File: src/usan_pkg.sv
// ============================================================================
// usan_pkg: shared types and constants for the UTF-8 stream sanitizer
// Holds the request payload types, the queue command type and the
// code point limits used to judge a finished sequence.
// ============================================================================
package usan_pkg;

    // Default number of commands the queue between front and back can hold.
    localparam int QUEUE_DEPTH_DEF = 4;

    // Replacement byte after reset: the question mark.
    localparam logic [7:0] REPL_RESET = 8'h3F;

    // Code point limits.
    localparam logic [20:0] CP_MAX       = 21'h10FFFF;
    localparam logic [20:0] CP_SURR_LO   = 21'h00D800;
    localparam logic [20:0] CP_SURR_HI   = 21'h00DFFF;
    localparam logic [20:0] CP_MIN_FOUR  = 21'h010000;
    localparam logic [20:0] CP_MIN_THREE = 21'h000800;
    localparam logic [20:0] CP_MIN_TWO   = 21'h000080;

    // Payload masks.
    localparam logic [7:0] CONT_MASK = 8'h3F;
    localparam logic [7:0] LEAD2_MASK = 8'h1F;
    localparam logic [7:0] LEAD3_MASK = 8'h0F;
    localparam logic [7:0] LEAD4_MASK = 8'h07;

    // Most bytes one input can release: three held bytes plus itself.
    localparam int MAX_BYTES = 4;

    typedef struct packed {
        logic [7:0] in_byte;
        logic       end_of_string;
    } in_req_t;

    typedef struct packed {
        logic [7:0] out_byte;
        logic       was_replaced;
        logic       run_last;
        logic       string_last;
    } out_req_t;

    // One queue entry: the bytes released by one input request.
    typedef struct packed {
        logic [MAX_BYTES-1:0][7:0] bytes;
        logic [MAX_BYTES-1:0]      rep;
        logic [2:0]                cnt;
        logic                      eos;
    } cmd_t;

endpackage

File: src/usan_front.sv
// ============================================================================
// usan_front: sequence tracker and classifier
// Takes one byte per accepted cycle, tracks the open UTF-8 sequence and turns
// each byte into a command listing the bytes released and which are replaced.
// ============================================================================
module usan_front
(
    input  logic             clk,
    input  logic             rst_n,
    input  logic             accept,
    input  usan_pkg::in_req_t req,
    output logic             push,
    output usan_pkg::cmd_t   cmd,
    output logic             seq_open
);

    logic [7:0]  held_reg [3];
    logic [1:0]  hc_reg, hc_next;
    logic [1:0]  exp_reg, exp_next;
    logic [20:0] cp_reg, cp_next;

    logic        hold_we;
    logic [1:0]  hold_idx;

    logic [7:0]  b;
    logic        eos;
    logic        is_cont;
    logic        lead_ok;
    logic [1:0]  lead_k;
    logic [20:0] lead_cp;
    logic [20:0] cp_acc;
    logic [1:0]  exp_dec;
    logic        bad;

    logic        emit_held;
    logic        rep_held;
    logic        emit_b;
    logic        rep_b;
    logic [1:0]  pos;

    assign b       = req.in_byte;
    assign eos     = req.end_of_string;
    assign is_cont = (b[7:6] == 2'b10);
    assign cp_acc  = {cp_reg[14:0], b[5:0]};
    assign exp_dec = exp_reg - 2'd1;

    // Lead byte classes: C2..DF, E0..EF and F0..F4 open a sequence.
    always_comb
    begin
        lead_ok = 1'b0;
        lead_k  = 2'd0;
        lead_cp = '0;
        if (b >= 8'hC2 && b <= 8'hDF)
        begin
            lead_ok = 1'b1;
            lead_k  = 2'd1;
            lead_cp = {13'd0, b & usan_pkg::LEAD2_MASK};
        end
        else if (b >= 8'hE0 && b <= 8'hEF)
        begin
            lead_ok = 1'b1;
            lead_k  = 2'd2;
            lead_cp = {13'd0, b & usan_pkg::LEAD3_MASK};
        end
        else if (b >= 8'hF0 && b <= 8'hF4)
        begin
            lead_ok = 1'b1;
            lead_k  = 2'd3;
            lead_cp = {13'd0, b & usan_pkg::LEAD4_MASK};
        end
    end

    always_comb
    begin
        bad = (cp_acc > usan_pkg::CP_MAX)
            || (hc_reg == 2'd1 && cp_acc < usan_pkg::CP_MIN_TWO)
            || (hc_reg == 2'd2 && cp_acc < usan_pkg::CP_MIN_THREE)
            || (hc_reg == 2'd3 && cp_acc < usan_pkg::CP_MIN_FOUR)
            || (cp_acc >= usan_pkg::CP_SURR_LO && cp_acc <= usan_pkg::CP_SURR_HI);
    end

    always_comb
    begin
        logic fresh;
        fresh     = 1'b0;
        emit_held = 1'b0;
        rep_held  = 1'b1;
        emit_b    = 1'b0;
        rep_b     = 1'b1;
        hold_we   = 1'b0;
        hold_idx  = 2'd0;
        hc_next   = hc_reg;
        exp_next  = exp_reg;
        cp_next   = cp_reg;

        if (hc_reg == 2'd0)
        begin
            fresh = 1'b1;
        end
        else if (is_cont && exp_reg != 2'd0)
        begin
            if (exp_dec == 2'd0)
            begin
                // Sequence complete: all bytes share one verdict.
                emit_held = 1'b1;
                rep_held  = bad;
                emit_b    = 1'b1;
                rep_b     = bad;
                hc_next   = 2'd0;
                exp_next  = 2'd0;
                cp_next   = '0;
            end
            else if (eos || hc_reg == 2'd3)
            begin
                emit_held = 1'b1;
                emit_b    = 1'b1;
                hc_next   = 2'd0;
                exp_next  = 2'd0;
                cp_next   = '0;
            end
            else
            begin
                hold_we  = 1'b1;
                hold_idx = hc_reg;
                hc_next  = hc_reg + 2'd1;
                exp_next = exp_dec;
                cp_next  = cp_acc;
            end
        end
        else
        begin
            // Sequence broken: give up the held bytes and restart on this byte.
            emit_held = 1'b1;
            hc_next   = 2'd0;
            exp_next  = 2'd0;
            cp_next   = '0;
            fresh     = 1'b1;
        end

        if (fresh)
        begin
            if (!b[7])
            begin
                emit_b = 1'b1;
                rep_b  = 1'b0;
            end
            else if (lead_ok && !eos)
            begin
                hold_we  = 1'b1;
                hold_idx = 2'd0;
                hc_next  = 2'd1;
                exp_next = lead_k;
                cp_next  = lead_cp;
            end
            else
            begin
                emit_b = 1'b1;
            end
        end
    end

    // Assemble the command: held bytes first, then the new byte.
    always_comb
    begin
        pos     = emit_held ? hc_reg : 2'd0;
        cmd.cnt = {1'b0, pos} + {2'd0, emit_b};
        cmd.eos = eos;
        for (int i = 0; i < 3; i++)
        begin
            if (emit_b && 2'(i) == pos)
            begin
                cmd.bytes[i] = b;
                cmd.rep[i]   = rep_b;
            end
            else
            begin
                cmd.bytes[i] = held_reg[2'(i)];
                cmd.rep[i]   = rep_held;
            end
        end
        // The top slot only ever carries the new byte, after three held bytes.
        cmd.bytes[3] = b;
        cmd.rep[3]   = rep_b;
    end

    assign push     = accept && (cmd.cnt != 3'd0);
    assign seq_open = (hc_reg != 2'd0);

    always_ff @(posedge clk or negedge rst_n)
    begin
        if (!rst_n)
        begin
            hc_reg  <= 2'd0;
            exp_reg <= 2'd0;
            cp_reg  <= '0;
        end
        else if (accept)
        begin
            hc_reg  <= hc_next;
            exp_reg <= exp_next;
            cp_reg  <= cp_next;
        end
    end

    always_ff @(posedge clk)
    begin
        if (accept && hold_we)
        begin
            held_reg[hold_idx] <= b;
        end
    end

endmodule

File: src/usan_fifo.sv
// ============================================================================
// usan_fifo: command queue between front and back
// A small register queue of commands with a combinational head.
// ============================================================================
module usan_fifo #(
    parameter int DEPTH = usan_pkg::QUEUE_DEPTH_DEF
)
(
    input  logic           clk,
    input  logic           rst_n,
    input  logic           push,
    input  usan_pkg::cmd_t wr_cmd,
    input  logic           pop,
    output usan_pkg::cmd_t head,
    output logic           empty,
    output logic           full
);

    localparam int PTR_W = (DEPTH > 1) ? $clog2(DEPTH) : 1;
    localparam int CNT_W = $clog2(DEPTH + 1);

    usan_pkg::cmd_t   mem_reg [DEPTH];
    logic [PTR_W-1:0] wr_ptr_reg, wr_ptr_next;
    logic [PTR_W-1:0] rd_ptr_reg, rd_ptr_next;
    logic [CNT_W-1:0] count_reg, count_next;

    assign empty = (count_reg == '0);
    assign full  = (count_reg == CNT_W'(DEPTH));
    assign head  = mem_reg[rd_ptr_reg];

    always_comb
    begin
        wr_ptr_next = wr_ptr_reg;
        rd_ptr_next = rd_ptr_reg;
        count_next  = count_reg;
        if (push)
        begin
            wr_ptr_next = (wr_ptr_reg == PTR_W'(DEPTH - 1)) ? '0 : wr_ptr_reg + 1'b1;
        end
        if (pop)
        begin
            rd_ptr_next = (rd_ptr_reg == PTR_W'(DEPTH - 1)) ? '0 : rd_ptr_reg + 1'b1;
        end
        if (push && !pop)
        begin
            count_next = count_reg + 1'b1;
        end
        else if (pop && !push)
        begin
            count_next = count_reg - 1'b1;
        end
    end

    always_ff @(posedge clk or negedge rst_n)
    begin
        if (!rst_n)
        begin
            wr_ptr_reg <= '0;
            rd_ptr_reg <= '0;
            count_reg  <= '0;
        end
        else
        begin
            wr_ptr_reg <= wr_ptr_next;
            rd_ptr_reg <= rd_ptr_next;
            count_reg  <= count_next;
        end
    end

    always_ff @(posedge clk)
    begin
        if (push)
        begin
            mem_reg[wr_ptr_reg] <= wr_cmd;
        end
    end

endmodule

File: src/usan_back.sv
// ============================================================================
// usan_back: result serializer
// Walks the command at the head of the queue one byte per cycle, unless the
// output stalls, applying the replacement byte, into a registered output stage.
// ============================================================================
module usan_back
(
    input  logic              clk,
    input  logic              rst_n,
    input  usan_pkg::cmd_t    head,
    input  logic              empty,
    input  logic [7:0]        repl_byte,
    input  logic              out_stall,
    output logic              pop,
    output logic              out_valid,
    output usan_pkg::out_req_t out_req
);

    logic [1:0]         idx_reg, idx_next;
    logic               out_valid_reg, out_valid_next;
    usan_pkg::out_req_t out_req_reg;
    logic               load;
    logic               last;

    assign load = !empty && (!out_valid_reg || !out_stall);
    assign last = ({1'b0, idx_reg} == head.cnt - 3'd1);
    assign pop  = load && last;

    always_comb
    begin
        idx_next       = idx_reg;
        out_valid_next = out_valid_reg;
        if (load)
        begin
            idx_next       = last ? 2'd0 : idx_reg + 2'd1;
            out_valid_next = 1'b1;
        end
        else if (!out_stall)
        begin
            out_valid_next = 1'b0;
        end
    end

    always_ff @(posedge clk or negedge rst_n)
    begin
        if (!rst_n)
        begin
            idx_reg       <= 2'd0;
            out_valid_reg <= 1'b0;
        end
        else
        begin
            idx_reg       <= idx_next;
            out_valid_reg <= out_valid_next;
        end
    end

    always_ff @(posedge clk)
    begin
        if (load)
        begin
            out_req_reg.out_byte     <= head.rep[idx_reg] ? repl_byte : head.bytes[idx_reg];
            out_req_reg.was_replaced <= head.rep[idx_reg];
            out_req_reg.run_last     <= last;
            out_req_reg.string_last  <= last && head.eos;
        end
    end

    assign out_valid = out_valid_reg;
    assign out_req   = out_req_reg;

endmodule

File: src/utf8_stream_sanitizer.sv
// ============================================================================
// utf8_stream_sanitizer: UTF-8 byte stream sanitizer
// Copies a byte stream to its output and substitutes every byte that is not
// part of valid UTF-8 with a programmable replacement byte.
// ============================================================================
// The block takes one byte request per clock cycle while the queue has space
// and emits one result byte per clock cycle while the output is not stalled.
// ASCII bytes pass straight through; the bytes of a multi-byte sequence are
// held until the sequence is complete or broken and then released together,
// either unchanged or all replaced (overlong forms, surrogates, code points
// above U+10FFFF, stray continuations, C0, C1 and F5..FF, and sequences cut
// short by a non-continuation byte or the end of the string). An input request
// releases zero to four result bytes. A queue of QUEUE_DEPTH entries between
// the classifier and the serializer absorbs those bursts; the input is stalled
// only when the queue is full, which happens when the output is stalled or the
// stream holds many multi-byte releases in a row. Results pass through the
// queue and the output register. run_last marks the last result of an input
// request and string_last the last result of the request that ends the string.
// The replacement byte resets to '?' and may be rewritten while the block is
// idle.
// ============================================================================
module utf8_stream_sanitizer #(
    parameter int QUEUE_DEPTH = usan_pkg::QUEUE_DEPTH_DEF
)
(
    input  logic               clk,
    input  logic               rst_n,
    // Raw byte channel.
    input  logic               raw_valid,
    output logic               raw_stall,
    input  usan_pkg::in_req_t  raw_req,
    // Sanitized byte channel.
    output logic               clean_valid,
    input  logic               clean_stall,
    output usan_pkg::out_req_t clean_req,
    // Replacement byte register.
    input  logic               repl_we,
    input  logic [7:0]         repl_data
);

    logic [7:0]     repl_reg;
    logic           raw_accept;
    logic           push;
    logic           pop;
    logic           q_empty;
    logic           q_full;
    logic           seq_open;
    usan_pkg::cmd_t wr_cmd;
    usan_pkg::cmd_t head;

    // The front side only waits on queue space, never on the output side.
    assign raw_stall  = q_full;
    assign raw_accept = raw_valid && !raw_stall;

    always_ff @(posedge clk or negedge rst_n)
    begin
        if (!rst_n)
        begin
            repl_reg <= usan_pkg::REPL_RESET;
        end
        else if (repl_we)
        begin
            repl_reg <= repl_data;
        end
    end

    // Sequence tracking and classification.
    usan_front u_front
    (
        .clk      (clk),
        .rst_n    (rst_n),
        .accept   (raw_accept),
        .req      (raw_req),
        .push     (push),
        .cmd      (wr_cmd),
        .seq_open (seq_open)
    );

    // Command queue.
    usan_fifo #(
        .DEPTH (QUEUE_DEPTH)
    ) u_fifo
    (
        .clk    (clk),
        .rst_n  (rst_n),
        .push   (push),
        .wr_cmd (wr_cmd),
        .pop    (pop),
        .head   (head),
        .empty  (q_empty),
        .full   (q_full)
    );

    // Serialization into the output register.
    usan_back u_back
    (
        .clk       (clk),
        .rst_n     (rst_n),
        .head      (head),
        .empty     (q_empty),
        .repl_byte (repl_reg),
        .out_stall (clean_stall),
        .pop       (pop),
        .out_valid (clean_valid),
        .out_req   (clean_req)
    );

    // The end of a string always closes any open sequence.
    a_eos_closes: assert property (@(posedge clk) disable iff (!rst_n)
        raw_accept && raw_req.end_of_string |=> !seq_open)
        else $error("sequence still open after end of string");

    // The serializer never takes a command from an empty queue.
    a_no_pop_empty: assert property (@(posedge clk) disable iff (!rst_n)
        !(pop && q_empty))
        else $error("queue read while empty");

    // The last byte of a string is also the last byte of its request.
    a_string_last: assert property (@(posedge clk) disable iff (!rst_n)
        clean_valid && clean_req.string_last |-> clean_req.run_last)
        else $error("string_last without run_last");

    // A replaced byte always carries the replacement value.
    a_repl_value: assert property (@(posedge clk) disable iff (!rst_n)
        clean_valid && clean_req.was_replaced |-> clean_req.out_byte == repl_reg)
        else $error("replaced byte does not match replacement register");

endmodule
File: config.mk
export PLATFORM = sky130hd
export DESIGN_NAME = utf8_stream_sanitizer
export DESIGN_NICKNAME = d
export VERILOG_FILES = /design/src/usan_pkg.sv /design/src/usan_front.sv /design/src/usan_fifo.sv /design/src/usan_back.sv /design/src/utf8_stream_sanitizer.sv
export SDC_FILE = /design/constraint.sdc
export NUM_CORES = 1
export LEC_CHECK = 0
export BUFFER_PORTS_ARGS = -buffer_cell sky130_fd_sc_hd__clkbuf_2
export CAP_MARGIN = 20
export CORE_AREA = 2 2 177 161
export DETAILED_ROUTE_END_ITERATION = 8
export DIE_AREA = 0 0 179 163
export GPL_TIMING_DRIVEN = 0
export MAX_ROUTING_LAYER = met4
export SYNTH_ARGS = -nofsm -noshare
export SYNTH_HDL_FRONTEND = slang
export SYNTH_SLANG_ARGS = --single-unit
File: constraint.sdc
create_clock -name clk -period 6.4 [get_ports clk]
set_input_delay 0.32 -clock clk [delete_from_list [all_inputs] [get_ports clk]]
set_output_delay 0.32 -clock clk [all_outputs]
set_load 0.01 [all_outputs]
==> insert_results.sql, run 1 <==
INSERT INTO impl_metrics (metric_group, metric, value, unit) VALUES
('status', 'result_of_the_run', 'complete, no violations', ''),
('power', 'static-leakage-power', '3.76', 'nW'),
('setup_path', 'crit_required', '6830', 'ps'),
('logic_synthesis', 'synth_sequential_area_ratio', '71.8', '%'),
('routing', 'wl_per_cell', '20.2', 'um'),
('setup_path', 'crit-reg2reg-launch', 'u_front.hc_reg[0]$_DFFE_PN0P_', ''),
('power', 'cellPowerDensity', '448', 'nW/um^2'),
('grt', 'global_route.overflow_total', '0', ''),
('final_layout', 'largest_register_ff_count', '160', ''),
('logic_synthesis', 'synth_edf_count', '195', ''),
('min_path', 'hold_path_depth', '3', ''),
('routing', 'drcViolationCount', '0', ''),
('timing', 'finClkSkew', '11.8', 'ps'),
('floorplanning', 'dieHeight', '163', 'um'),
('floorplanning', 'die_area', '29200', 'um^2'),
('setup_path', 'startpoint_types', 'register', ''),
('clock_tree', 'cts_htree_levels', '1', ''),
('timing', 'finalCritPeriodShare', '65.8', '%'),
('setup_path', 'critPathMaxFanout', '9', ''),
('job', 'max-cap-violations', '0', ''),
('final_layout', 'flow.area_growth_from_synthesis', '16.0', '%'),
('timing', 'finalHoldWorstSlack', '41.2', 'ps'),
('setup_path', 'worst-endpoint-arrival', '4640', 'ps'),
('timing', 'finalSetupViolations', '0', ''),
('logic_synthesis', 'synthesis.area', '9450', 'um^2'),
('final_layout', 'layout_common_cells', '195 x sky130_fd_sc_hd__edfxtp_1, 40 x sky130_fd_sc_hd__mux4_2, 33 x sky130_fd_sc_hd__clkbuf_2, 31 x sky130_fd_sc_hd__dfrtp_1', ''),
('final_layout', 'final-instance-count-excl-fill', '949', ''),
('grt', 'antenna_found_initial', '0', ''),
('setup_path', 'worstSetupStartpoint', 'u_front.hc_reg[0]$_DFFE_PN0P_', ''),
('clock_tree', 'clkSinkCount', '232', ''),
('grt', 'grt_max_degree', '38', ''),
('logic_synthesis', 'synth_seq_cells', '232', ''),
('routing', 'drtAntennaViolNets', '0', ''),
('logic_synthesis', 'async_reset_ff_share', '15.9', '%'),
('timing', 'timing_hold_violations_final', '0', ''),
('timing', 'final.setup.tns', '0', 'ps'),
('setup_path', 'crit_path_max_incr_delay', '560', 'ps'),
('routing', 'dr.first_iter.drc_count', '370', ''),
('timing', 'slew_headroom', '30.8', '%'),
('final_layout', 'final_net_count', '611', ''),
('setup_path', 'cell_with_the_largest_stage_delay_on_the_worst_path', 'sky130_fd_sc_hd__dfrtp_1', ''),
('place', 'placedCellCount', '905', ''),
('routing', 'drt_pass1_iterations', '5', ''),
('grt', 'grt_pass1_wl', '29500', 'um'),
('clock_tree', 'clkLatencyLatePin', '510', 'ps'),
('floorplanning', 'top_level_ports', '35', ''),
('clock_tree', 'clk_pin_slew_worst_paths', '60', 'ps'),
('final_layout', 'finalCoreUtilization', '39.9', '%'),
('power', 'peakVddDrop', '0.194', 'mV'),
('setup_path', 'ff2ff_setup_slack', '2190', 'ps'),
('clock_tree', 'cts_setup_buffers', '0', ''),
('logic_synthesis', 'synthesis.instances', '507', ''),
('logic_synthesis', 'synthFlopType', 'sky130_fd_sc_hd__edfxtp_1', ''),
('routing', 'drt_wl_total', '19200', 'um'),
('clock_tree', 'cts_inserted_buffers', '24', ''),
('logic_synthesis', 'synth_warnings', '0', ''),
('grt', 'grt_overall_usage', '14.0', '%'),
('timing', 'grt_setup_unrepaired', 'false', ''),
('setup_path', 'path_class', 'register to register', ''),
('setup_path', 'r2r_end', 'u_fifo.count_reg[2]$_DFFE_PN0P_', ''),
('final_layout', 'layout_commonest_cell', 'sky130_fd_sc_hd__edfxtp_1', ''),
('setup_path', 'cp_common_cell', 'sky130_fd_sc_hd__ha_1', ''),
('timing', 'report.final.slew_viol_count', '0', ''),
('clock_tree', 'cts_root_buf', 'sky130_fd_sc_hd__clkbuf_16', ''),
('timing', 'post-route-min-period', '4210', 'ps'),
('floorplanning', 'core-area', '27500', 'um^2'),
('place', 'number_of_input_and_output_port_buffers_inserted', '33', ''),
('routing', 'route.vias.total', '4791', ''),
('clock_tree', 'clock_tree_buffer_depth', '3', ''),
('routing', 'avgViaCountPerCell', '5.05', ''),
('clock_tree', 'postCtsResizedCells', '0', '');
[kinds of logic after synthesis]
logic type,count (synthesis),share of synthesized area [%]
xor+xnor,6,0.556
fa+ha+maj,16,2.20
flops,232,71.8
mux,76,13.8
buf+inv,32,1.50
compound gates,69,5.65
simple gates,76,4.47
[timing repair]
item,in CTS,in global routing
hold buffers,0,1
setup endpoints to repair,0,0
hold endpoints to repair,0,20
[worst max-delay path: cells and delay by family (launching register included)]
family | cells | cell delay (ps)
fa+ha+maj | 5 | 1630
simple gates | 5 | 1310
flops | 1 | 560
xor+xnor | 2 | 330
buf+inv | 2 | 220
compound gates | 1 | 80
[area by class of cell]
type | instances | area, um^2 | share of cell area [%]
clock buffers | 30 | 644 | 5.88
inverters | 10 | 37.5 | 0.342
repair buffers | 40 | 290 | 2.65
clock inverters | 12 | 109 | 0.993
well taps | 360 | 450 | 4.11
multi-input cells | 243 | 2540 | 23.1
flip-flops and latches | 232 | 6790 | 61.9
plain buffers | 22 | 104 | 0.947
[how the worst min path moves through the flow]
| stage | startpoint | to | slack, ps |
|---|---|---|---|
| detailed placement | u_fifo.count_reg[2]$_DFFE_PN0P_ | u_fifo.count_reg[2]$_DFFE_PN0P_ | 480 |
| global placement | u_fifo.count_reg[2]$_DFFE_PN0P_ | u_fifo.count_reg[2]$_DFFE_PN0P_ | 470 |
| floorplan | rst_n | repl_reg[6]$_DFFE_PN0P_ | 20 |
| finish | clean_stall | u_back.out_valid$_DFFE_PN0P_ | 40 |
| global route | repl_data[6] | repl_reg[6]$_DFFE_PN0P_ | 40 |
| CTS | rst_n | u_fifo.wr_ptr_reg[1]$_DFFE_PN0P_ | 3 |
[synth_stat cells (2+ instances only)]
cell type,number,area share (%)
sky130_fd_sc_hd__a22oi_1,3,0.24
sky130_fd_sc_hd__a22o_1,22,2.0
sky130_fd_sc_hd__buf_2,8,0.42
sky130_fd_sc_hd__dfrtp_1,31,8.2
sky130_fd_sc_hd__nand3_1,4,0.21
sky130_fd_sc_hd__o21bai_1,2,0.16
sky130_fd_sc_hd__nor2b_1,3,0.20
sky130_fd_sc_hd__o21ai_0,3,0.16
sky130_fd_sc_hd__and2_1,9,0.60
sky130_fd_sc_hd__ha_1,15,2.0
sky130_fd_sc_hd__a31oi_1,2,0.13
sky130_fd_sc_hd__nand2b_1,4,0.26
sky130_fd_sc_hd__mux2_2,10,1.2
sky130_fd_sc_hd__buf_1,4,0.16
sky130_fd_sc_hd__nor4_1,2,0.13
sky130_fd_sc_hd__o21ai_1,11,0.58
sky130_fd_sc_hd__nor2_1,16,0.64
sky130_fd_sc_hd__xor2_1,3,0.28
sky130_fd_sc_hd__clkbuf_1,8,0.32
sky130_fd_sc_hd__o41ai_1,3,0.28
sky130_fd_sc_hd__inv_2,2,0.079
sky130_fd_sc_hd__mux2_1,25,3.0
sky130_fd_sc_hd__a32o_1,2,0.21
sky130_fd_sc_hd__inv_1,8,0.32
sky130_fd_sc_hd__nor3b_1,2,0.16
sky130_fd_sc_hd__nor3_1,4,0.21
sky130_fd_sc_hd__a221oi_1,8,0.74
sky130_fd_sc_hd__a21oi_1,4,0.21
sky130_fd_sc_hd__edfxtp_1,195,62
sky130_fd_sc_hd__dfstp_2,6,1.7
sky130_fd_sc_hd__nand2_1,21,0.83
sky130_fd_sc_hd__xnor2_1,3,0.28
sky130_fd_sc_hd__or4_1,3,0.24
sky130_fd_sc_hd__mux4_2,40,9.5
[power by group]
group          internal (mW)  switching (mW)
sequential              2.02           0.105
combinational          0.625           0.831
clock                  0.790           0.543
[layer usage]
metal	GRT usage, %	share of wire, %	vias up
met2	22.8	48	139
li1	-	-	2186
met1	18.3	44	2438
met4	2.88	1.7	0
met3	2.87	6.6	28
met5	-	0	-
[through the flow]
step / power, mW / worst slack, ps
floorplan: 3.16 / 2550
global placement: 3.56 / 1320
detailed placement: 3.64 / 2220
CTS: 4.98 / 2200
global route: 5.19 / 1850
finish: 4.91 / 2190
Note: power is estimated with default switching activity, not from simulation.
==> run 2, diff against run 1 <==
Settings changed: ABC_AREA set to 1, CORE_AREA 2 2 177 161 to 2 2 186 170, DIE_AREA 0 0 179 163 to 0 0 188 172.
Clock period 6.4 ns to 4.2 ns, I/O delays scaled along.
==> run 2 against run 1 <==
  * Global-route usage is 2.9 points higher
  * Maximum frequency grew 9.7%
  * Synthesized area grew 11%
  * Wire length is 38% higher
  * Sequential share of layout area is 6.9 points lower
  * Critical path type unchanged
  * Critical endpoint unchanged
  * Largest cell class unchanged
==> insert_results.sql, run 2 <==
INSERT INTO impl_metrics (metric_group, metric, value, unit) VALUES
('logic_synthesis', 'async_reset_ff_share', '15.9', '%'),
('floorplanning', 'dieHeight', '172', 'um'),
('logic_synthesis', 'synthFlopType', 'sky130_fd_sc_hd__edfxtp_1', ''),
('place', 'gpl.final_weighted_congestion', '0.853', ''),
('logic_synthesis', 'synth.top_cells.by_count', '195 x sky130_fd_sc_hd__edfxtp_1, 184 x sky130_fd_sc_hd__nand2_1, 109 x sky130_fd_sc_hd__nor2_1', ''),
('final_layout', 'final-instance-count-excl-fill', '1461', ''),
('timing', 'grt_setup_unrepaired', 'false', ''),
('logic_synthesis', 'yosys-top-cells-area', 'sky130_fd_sc_hd__edfxtp_1 56%, sky130_fd_sc_hd__dfrtp_1 7.4%, sky130_fd_sc_hd__nand2_1 6.6%', ''),
('grt', 'number_of_global_route_vias_before_repair', '6887', ''),
('final_layout', 'finalCoreUtilization', '40.5', '%'),
('setup_path', 'ff2ff_setup_slack', '360', 'ps'),
('final_layout', 'final_net_count', '1072', ''),
('place', 'placedCellCount', '1398', ''),
('timing', 'slew_headroom', '47.2', '%'),
('logic_synthesis', 'synth_edf_count', '195', ''),
('timing', 'tightest_slew', '792', 'ps'),
('clock_tree', 'cts_root_buf', 'sky130_fd_sc_hd__clkbuf_16', ''),
('routing', 'drcViolationCount', '0', ''),
('floorplanning', 'core-area', '30500', 'um^2'),
('logic_synthesis', 'synthesis.nets', '989', ''),
('grt', 'antenna_found_initial', '0', ''),
('timing', 'timing_hold_violations_final', '0', ''),
('place', 'number_of_input_and_output_port_buffers_inserted', '33', ''),
('setup_path', 'crit-reg2reg-launch', 'u_front.hc_reg[0]$_DFFE_PN0P_', ''),
('setup_path', 'critPathMaxFanout', '10', ''),
('timing', 'finalCritPeriodShare', '91.4', '%'),
('routing', 'drtAntennaViolNets', '0', ''),
('routing', 'wl_per_cell', '18.1', 'um'),
('setup_path', 'endpoint_kind', 'register', ''),
('timing', 'finalSetupViolations', '0', ''),
('grt', 'grt_overall_usage', '16.9', '%'),
('timing', 'final.setup.tns', '0', 'ps'),
('logic_synthesis', 'synth_top_area_cell', 'sky130_fd_sc_hd__edfxtp_1', ''),
('routing', 'drt_pass1_iterations', '7', ''),
('status', 'result_of_the_run', 'complete, no violations', ''),
('grt', 'grt_pass1_wl', '40300', 'um'),
('clock_tree', 'clk_pin_slew_worst_paths', '60', 'ps'),
('logic_synthesis', 'yosys.area.top_type_share', '55.9', '%'),
('clock_tree', 'clkLatencyLatePin', '520', 'ps'),
('logic_synthesis', 'synth_sequential_area_ratio', '64.8', '%'),
('timing', 'finalHoldWorstSlack', '86.0', 'ps'),
('setup_path', 'r2r_end', 'u_fifo.count_reg[2]$_DFFE_PN0P_', ''),
('place', 'place.detailed.hpwl', '17600', 'um'),
('clock_tree', 'clkSinkCount', '232', ''),
('final_layout', 'insertedDiodeCount', '0', ''),
('min_path', 'holdPathEnd', 'u_front.held_reg[1][7]$_DFFE_PP_', ''),
('timing', 'post-route-min-period', '3840', 'ps'),
('timing', 'fmax', '260', 'MHz'),
('final_layout', 'layout_commonest_cell', 'sky130_fd_sc_hd__edfxtp_1', ''),
('min_path', 'hp-start', 'raw_req[8]', ''),
('final_layout', 'flow.area_growth_from_synthesis', '17.8', '%'),
('floorplanning', 'initial_core_util', '34.4', '%'),
('final_layout', 'layout_common_cells', '195 x sky130_fd_sc_hd__edfxtp_1, 184 x sky130_fd_sc_hd__nand2_1, 104 x sky130_fd_sc_hd__nor2_1, 95 x sky130_fd_sc_hd__nand3_1, 78 x sky130_fd_sc_hd__inv_1', ''),
('final_layout', 'largest_register_ff_count', '160', ''),
('clock_tree', 'cts_htree_levels', '1', ''),
('power', 'static-leakage-power', '4.82', 'nW'),
('grt', 'grt_max_degree', '38', ''),
('grt', 'global_route.overflow_total', '0', ''),
('setup_path', 'path_class', 'register to register', ''),
('setup_path', 'crit_required', '4590', 'ps'),
('clock_tree', 'cts_tree', 'yes', ''),
('timing', 'finClkSkew', '10.6', 'ps'),
('min_path', 'hold_class', 'input port to register', ''),
('logic_synthesis', 'post-synth-top-count-cell', 'sky130_fd_sc_hd__edfxtp_1', ''),
('routing', 'route.vias.total', '7244', ''),
('setup_path', 'r2r_cells', '17', ''),
('routing', 'dr.first_iter.drc_count', '659', ''),
('min_path', 'hold_path_depth', '1', ''),
('floorplanning', 'num_rows', '61', ''),
('setup_path', 'worst-endpoint-arrival', '4230', 'ps'),
('power', 'peakVddDrop', '0.403', 'mV'),
('logic_synthesis', 'synth_seq_cells', '232', ''),
('floorplanning', 'die_area', '32300', 'um^2'),
('setup_path', 'worstSetupStartpoint', 'u_front.hc_reg[0]$_DFFE_PN0P_', ''),
('clock_tree', 'clock_tree_buffer_depth', '3', ''),
('floorplanning', 'top_level_ports', '35', ''),
('setup_path', 'startpoint_types', 'register', ''),
('logic_synthesis', 'synth_warnings', '0', ''),
('routing', 'drt_wl_total', '26500', 'um'),
('job', 'max-cap-violations', '0', ''),
('logic_synthesis', 'synthesis.instances', '951', ''),
('clock_tree', 'cts_inserted_buffers', '24', ''),
('logic_synthesis', 'yosys_cell_types', '44', ''),
('routing', 'avgViaCountPerCell', '4.96', ''),
('logic_synthesis', 'synthesis.area', '10500', 'um^2'),
('logic_synthesis', 'syn_area_per_cell', '11.0', 'um^2'),
('power', 'cellPowerDensity', '683', 'nW/um^2'),
('timing', 'report.final.slew_viol_count', '0', ''),
('final_layout', 'post_route_cells_drive_above_1_share', '16.6', '%'),
('floorplanning', 'die_w', '188', 'um');
## run 2: changes by cell type in the layout (fill, tap and decap cells not counted), moves of 25 or more
cell / previous run / this run
sky130_fd_sc_hd__nand2_1: 21 / 184
sky130_fd_sc_hd__nand3_1: 4 / 95
sky130_fd_sc_hd__nor2_1: 16 / 104
sky130_fd_sc_hd__inv_1: 8 / 78
sky130_fd_sc_hd__o21ai_0: 3 / 47
sky130_fd_sc_hd__mux4_2: 40 / 0
sky130_fd_sc_hd__nand4_1: 1 / 30
sky130_fd_sc_hd__mux2_1: 25 / 0
## run 2: final cells by class
cell class                      instances  area, um^2
Tap cell                              409         512
Timing Repair Buffer                   55         480
Clock buffer                           29         641
Buffer                                 45         287
Multi-Input combinational cell        592        3130
Inverter                               84         320
Sequential cell                       232        6790
Clock inverter                         15         174
Fill cell                            2894       18100
## run 2: layer usage
metal	wire length (um)	vias to the layer above	track usage (%)
met5	0	-	-
met4	647	0	4.59
met3	2030	45	2.50
met2	11600	296	25.7
met1	12200	3436	23.6
li1	-	3467	-
## run 2: cells by family (layout without fill, tap and decap cells)
| logic type | count (synthesis) | in the layout | synth area share, % |
|---|---|---|---|
| AOI/OAI and AO/OA | 110 | 110 | 6.27 |
| xor gates and xnor gates | 5 | 5 | 0.418 |
| adders and majority gates | 16 | 16 | 1.98 |
| buffers and inverters | 129 | 228 | 5.79 |
| DFF | 232 | 232 | 64.8 |
| muxes | 8 | 8 | 0.860 |
| and+or+nand+nor | 451 | 453 | 19.9 |
## run 2: repair_timing
action,in CTS,in global routing
buffers inserted,4,1
endpoints found under the hold margin,44,0
hold buffers,11,0
pin swaps,3,1
setup endpoints to repair,147,162
gates resized for setup,3,2
gates cloned,2,0
## run 2: where the power goes
| group | leakage [nW] | internal, mW | switching, mW |
|---|---|---|---|
| registers | 2.23 | 3.08 | 0.166 |
| logic | 2.19 | 0.939 | 2.03 |
| clock network | 0.393 | 1.33 | 0.879 |
## run 2: worst max-delay path, cell delays in order, from the launching register on
cell	delay, ps
sky130_fd_sc_hd__dfrtp_1	540
sky130_fd_sc_hd__inv_1	170
sky130_fd_sc_hd__ha_1	340
sky130_fd_sc_hd__nor3_4	300
sky130_fd_sc_hd__nand2_2	180
sky130_fd_sc_hd__buf_6	190
sky130_fd_sc_hd__nand2_2	120
sky130_fd_sc_hd__inv_1	70
sky130_fd_sc_hd__ha_1	200
sky130_fd_sc_hd__ha_1	340
sky130_fd_sc_hd__nor3_1	70
sky130_fd_sc_hd__nor2_2	170
sky130_fd_sc_hd__ha_1	170
sky130_fd_sc_hd__inv_1	60
sky130_fd_sc_hd__fa_1	380
sky130_fd_sc_hd__a21oi_1	140
sky130_fd_sc_hd__o21ai_0	130
sky130_fd_sc_hd__xnor2_1	150
## run 2: metrics by stage
step	setup slack (ps)	power, mW	instance area [um^2]
floorplan	-442	5.17	10500
global placement	-2460	6.07	11200
detailed placement	-418	6.18	11300
CTS	-11.1	8.44	12300
global route	89.3	8.89	12300
finish	361	8.43	12300
## run 2: how the worst max path moves through the flow
stage,end,cells after the start
final,u_fifo.count_reg[2]$_DFFE_PN0P_,17
after global routing,u_fifo.count_reg[2]$_DFFE_PN0P_,17
after CTS,u_fifo.count_reg[2]$_DFFE_PN0P_,17
after detailed placement,u_fifo.mem_reg[3][27]$_DFFE_PP_,14
after global placement,u_fifo.mem_reg[1][18]$_DFFE_PP_,13
after floorplan,u_fifo.mem_reg[0][0]$_DFFE_PP_,13
==> run 3, diff against run 2 <==
Settings changed: CORE_AREA 2 2 186 170 to 2 2 189 173, DIE_AREA 0 0 188 172 to 0 0 191 175, SYNTH_HIERARCHICAL set to 1, TNS_END_PERCENT set to 5.
==> run 3 against run 2 <==
  * Critical path depth down 2
  * Setup slack worse by 130 ps
  * First-iteration DRC count is 28% lower
  * Sequential cell count did not move
  * Via count grew 0.22%
  * Worst hold slack worse by 65 ps
  * Count of clock-buffer cells in the layout fell by 1
  * Combinational power rose by 2%
  * Clock skew fell by 3.4 ps
  * Power shrank 0.42%
  * Critical endpoint is now u_fifo/mem_reg[2][27]$_DFFE_PP_
  * Highest routed layer unchanged
==> insert_results.sql, run 3 <==
INSERT INTO impl_metrics (metric_group, metric, value, unit) VALUES
('status', 'result_of_the_run', 'complete, no violations', ''),
('grt', 'grt_use_met3', '2.19', '%'),
('logic_synthesis', 'yosys.area.top_type_share', '53.8', '%'),
('grt', 'grt_busiest_layer', 'met2', ''),
('routing', 'drt_wl_total', '25500', 'um'),
('final_layout', 'layout_commonest_cell', 'sky130_fd_sc_hd__nand2_1', ''),
('setup_path', 'crit-reg2reg-launch', 'u_front/hc_reg[1]$_DFFE_PN0P_', ''),
('place', 'place.detailed.hpwl', '17200', 'um'),
('setup_path', 'ff2ff_setup_slack', '230', 'ps'),
('grt', 'grt_max_degree', '38', ''),
('power', 'static-leakage-power', '5.46', 'nW'),
('clock_tree', 'cts_inserted_buffers', '25', ''),
('setup_path', 'cell_with_the_largest_stage_delay_on_the_worst_path', 'sky130_fd_sc_hd__dfrtp_1', ''),
('timing', 'slew_headroom', '52.3', '%'),
('logic_synthesis', 'yosys_cell_types', '40', ''),
('power', 'totalPowerFinal', '8.39', 'mW'),
('min_path', 'hold_class', 'input port to register', ''),
('timing', 'finalCritPeriodShare', '94.4', '%'),
('floorplanning', 'initial_core_util', '34.6', '%'),
('setup_path', 'crit_required', '4450', 'ps'),
('final_layout', 'largest_register_ff_count', '160', ''),
('logic_synthesis', 'synth_seq_cells', '232', ''),
('setup_path', 'crit_path_max_incr_delay', '560', 'ps'),
('final_layout', 'post_route_cells_drive_above_1_share', '15.6', '%'),
('timing', 'final.setup.worst_slack', '234', 'ps'),
('timing', 'fmax', '252', 'MHz'),
('clock_tree', 'cts_setup_buffers', '0', ''),
('job', 'max-cap-violations', '0', ''),
('timing', 'finClkSkew', '7.19', 'ps'),
('logic_synthesis', 'synthesis.area', '10900', 'um^2'),
('logic_synthesis', 'syn_area_per_cell', '10.6', 'um^2'),
('clock_tree', 'cts_root_buf', 'sky130_fd_sc_hd__clkbuf_16', ''),
('logic_synthesis', 'synth_sequential_area_ratio', '62.4', '%'),
('setup_path', 'startpoint_types', 'register', ''),
('clock_tree', 'clk_pin_slew_worst_paths', '60', 'ps'),
('timing', 'tightest_slew', '710', 'ps'),
('routing', 'wl_per_cell', '16.5', 'um'),
('clock_tree', 'clock_tree_buffer_depth', '3', ''),
('final_layout', 'final_net_count', '1156', ''),
('setup_path', 'critPathMaxFanout', '22', ''),
('clock_tree', 'cts_htree_levels', '1', ''),
('routing', 'dr.first_iter.drc_count', '474', ''),
('power', 'cellPowerDensity', '660', 'nW/um^2'),
('power', 'peakVddDrop', '0.358', 'mV'),
('logic_synthesis', 'synth_top_area_cell', 'sky130_fd_sc_hd__edfxtp_1', ''),
('logic_synthesis', 'synth.top_cells.by_count', '336 x sky130_fd_sc_hd__nand2_1, 195 x sky130_fd_sc_hd__edfxtp_1, 143 x sky130_fd_sc_hd__inv_1', ''),
('timing', 'timing_hold_violations_final', '0', ''),
('logic_synthesis', 'synthFlopType', 'sky130_fd_sc_hd__edfxtp_1', ''),
('floorplanning', 'core-area', '31400', 'um^2'),
('logic_synthesis', 'synthesis.nets', '1066', ''),
('logic_synthesis', 'post-synth-top-count-cell', 'sky130_fd_sc_hd__nand2_1', ''),
('clock_tree', 'cts_tree', 'yes', ''),
('routing', 'route.vias.total', '7260', ''),
('place', 'dpl_worst_slack', '-77.4', 'ps'),
('floorplanning', 'num_rows', '62', ''),
('setup_path', 'cp_common_cell', 'sky130_fd_sc_hd__ha_1', ''),
('clock_tree', 'clkSinkCount', '232', ''),
('final_layout', 'flow.area_growth_from_synthesis', '16.9', '%'),
('grt', 'grt_util_met1', '22.6', '%'),
('timing', 'report.final.slew_viol_count', '0', ''),
('place', 'number_of_input_and_output_port_buffers_inserted', '33', ''),
('timing', 'finalSetupViolations', '0', ''),
('grt', 'grt.met2_usage', '24.5', '%'),
('routing', 'drtAntennaViolNets', '0', ''),
('routing', 'drt_pass1_iterations', '5', ''),
('setup_path', 'r2r_cells', '15', ''),
('setup_path', 'path_class', 'register to register', ''),
('final_layout', 'layout_common_cells', '336 x sky130_fd_sc_hd__nand2_1, 195 x sky130_fd_sc_hd__edfxtp_1, 139 x sky130_fd_sc_hd__inv_1, 85 x sky130_fd_sc_hd__o211ai_1, 36 x sky130_fd_sc_hd__nand3_1', ''),
('min_path', 'hp-start', 'repl_we', ''),
('min_path', 'holdPathEnd', 'repl_reg[6]$_DFFE_PN0P_', ''),
('routing', 'drcViolationCount', '0', ''),
('logic_synthesis', 'synthesis.instances', '1028', ''),
('setup_path', 'endpoint_kind', 'register', ''),
('grt', 'grt_pass1_wl', '40000', 'um'),
('setup_path', 'worstSetupStartpoint', 'u_front/hc_reg[1]$_DFFE_PN0P_', ''),
('logic_synthesis', 'async_reset_ff_share', '15.9', '%'),
('logic_synthesis', 'yosys-top-cells-area', 'sky130_fd_sc_hd__edfxtp_1 54%, sky130_fd_sc_hd__nand2_1 12%, sky130_fd_sc_hd__dfrtp_1 7.1%', ''),
('logic_synthesis', 'synth_warnings', '6', ''),
('logic_synthesis', 'synth_edf_count', '195', ''),
('floorplanning', 'die_area', '33400', 'um^2'),
('routing', 'avgViaCountPerCell', '4.68', ''),
('floorplanning', 'dieHeight', '175', 'um'),
('place', 'gpl.final_weighted_congestion', '0.815', ''),
('setup_path', 'crit_path_cell_trace', 'inv_1 > ha_1 > buf_2 > nor3_4 > nand2_4 > nand2_4 > inv_4 > buf_6 > ha_1 > ha_1 > nor3_1 > nor2_4 > nand2_1 > clkinv_2 > buf_12', ''),
('grt', 'grt_overall_usage', '16.0', '%'),
('min_path', 'hold_path_depth', '4', ''),
('grt', 'antenna_found_initial', '0', ''),
('grt', 'global_route.overflow_total', '0', ''),
('grt', 'number_of_global_route_vias_before_repair', '7065', ''),
('setup_path', 'r2r_end', 'u_fifo/mem_reg[2][27]$_DFFE_PP_', ''),
('floorplanning', 'top_level_ports', '35', ''),
('timing', 'post-route-min-period', '3970', 'ps'),
('setup_path', 'worst-endpoint-arrival', '4220', 'ps'),
('floorplanning', 'die_w', '191', 'um'),
('clock_tree', 'clkLatencyLatePin', '510', 'ps'),
('final_layout', 'insertedDiodeCount', '0', '');
run 3: cell types whose count changed after synthesis, moves of 7 or more:
cell                       delta
sky130_fd_sc_hd__nand4_1     -22
sky130_fd_sc_hd__nand3_1     -59
sky130_fd_sc_hd__buf_4        +7
sky130_fd_sc_hd__o21ai_1      -7
sky130_fd_sc_hd__nand2_1    +152
sky130_fd_sc_hd__mux2_2       -8
sky130_fd_sc_hd__o21ai_0     -23
sky130_fd_sc_hd__nor2_1      -77
sky130_fd_sc_hd__o211ai_1    +61
sky130_fd_sc_hd__inv_1       +64
sky130_fd_sc_hd__buf_6       +11
run 3: worst max path at each step:
stage / endpoint / slack (ps) / depth (start not counted)
after CTS: u_fifo/mem_reg[2][27]$_DFFE_PP_ / 120 / 15
final: u_fifo/mem_reg[2][27]$_DFFE_PP_ / 230 / 15
after floorplan: u_fifo/mem_reg[0][0]$_DFFE_PP_ / 430 / 14
after global placement: u_fifo/mem_reg[2][27]$_DFFE_PP_ / -890 / 14
after global routing: u_fifo/mem_reg[2][27]$_DFFE_PP_ / -7 / 15
after detailed placement: u_fifo/mem_reg[2][27]$_DFFE_PP_ / -80 / 15
run 3: repair_timing:
| action | in CTS | in global routing |
|---|---|---|
| setup endpoints to repair | 31 | 48 |
| hold buffers | 24 | 0 |
| gates resized for setup | 1 | 2 |
| hold endpoints to repair | 40 | 0 |
run 3: power breakdown:
group / total (mW) / internal, mW / leakage (nW) / switching, mW
Combinational: 3.03 / 1.00 / 2.84 / 2.03
Sequential: 3.23 / 3.06 / 2.23 / 0.161
Clock: 2.14 / 1.27 / 0.390 / 0.867
run 3: metrics by stage:
step           setup TNS (ps)  instance area (um^2)  utilization, %  hold slack, ps  std cells
6_report                    0                 12700            40.5            20.9       1551
5_1_grt                 -42.0                 12700            40.5            24.2       1551
4_1_cts                     0                 12700            40.4            8.85       1550
3_5_place_dp            -1630                 11700            37.1             408       1482
3_3_place_gp          -132470                 11600            36.8             410       1477
2_1_floorplan               0                 10900               -           -85.6       1028
run 3: area by class of cell:
type	count	area, um^2
plain buffers	52	432
clock inverters	16	155
fillers	3015	18700
inverters	151	576
multi-input cells	593	3090
repair buffers	63	517
flip-flops and latches	232	6790
well taps	416	520
clock buffers	28	637
run 3: metal layers:
metal | vias to the layer above | part of all wire [%]
met5 | - | 0
met4 | 0 | 1.7
met3 | 32 | 5.4
met2 | 189 | 45
met1 | 3434 | 48
li1 | 3605 | -
run 3: worst max-delay path: cells and delay by family, from the launching register on:
family                   cells  cell delay, ps
flip-flops                   1             560
buffers and inverters        6            1270
AND/OR/NAND/NOR              6            1070
adder cells (fa/ha/maj)      3             760
run 3: cells by family after synthesis:
family | Yosys count | share of synthesized area, %
buffers and inverters | 203 | 9.25
xor gates and xnor gates | 2 | 0.161
adders and majority gates | 16 | 1.91
DFF | 232 | 62.4
and+or+nand+nor | 443 | 17.6
AOI/OAI and AO/OA | 132 | 8.68
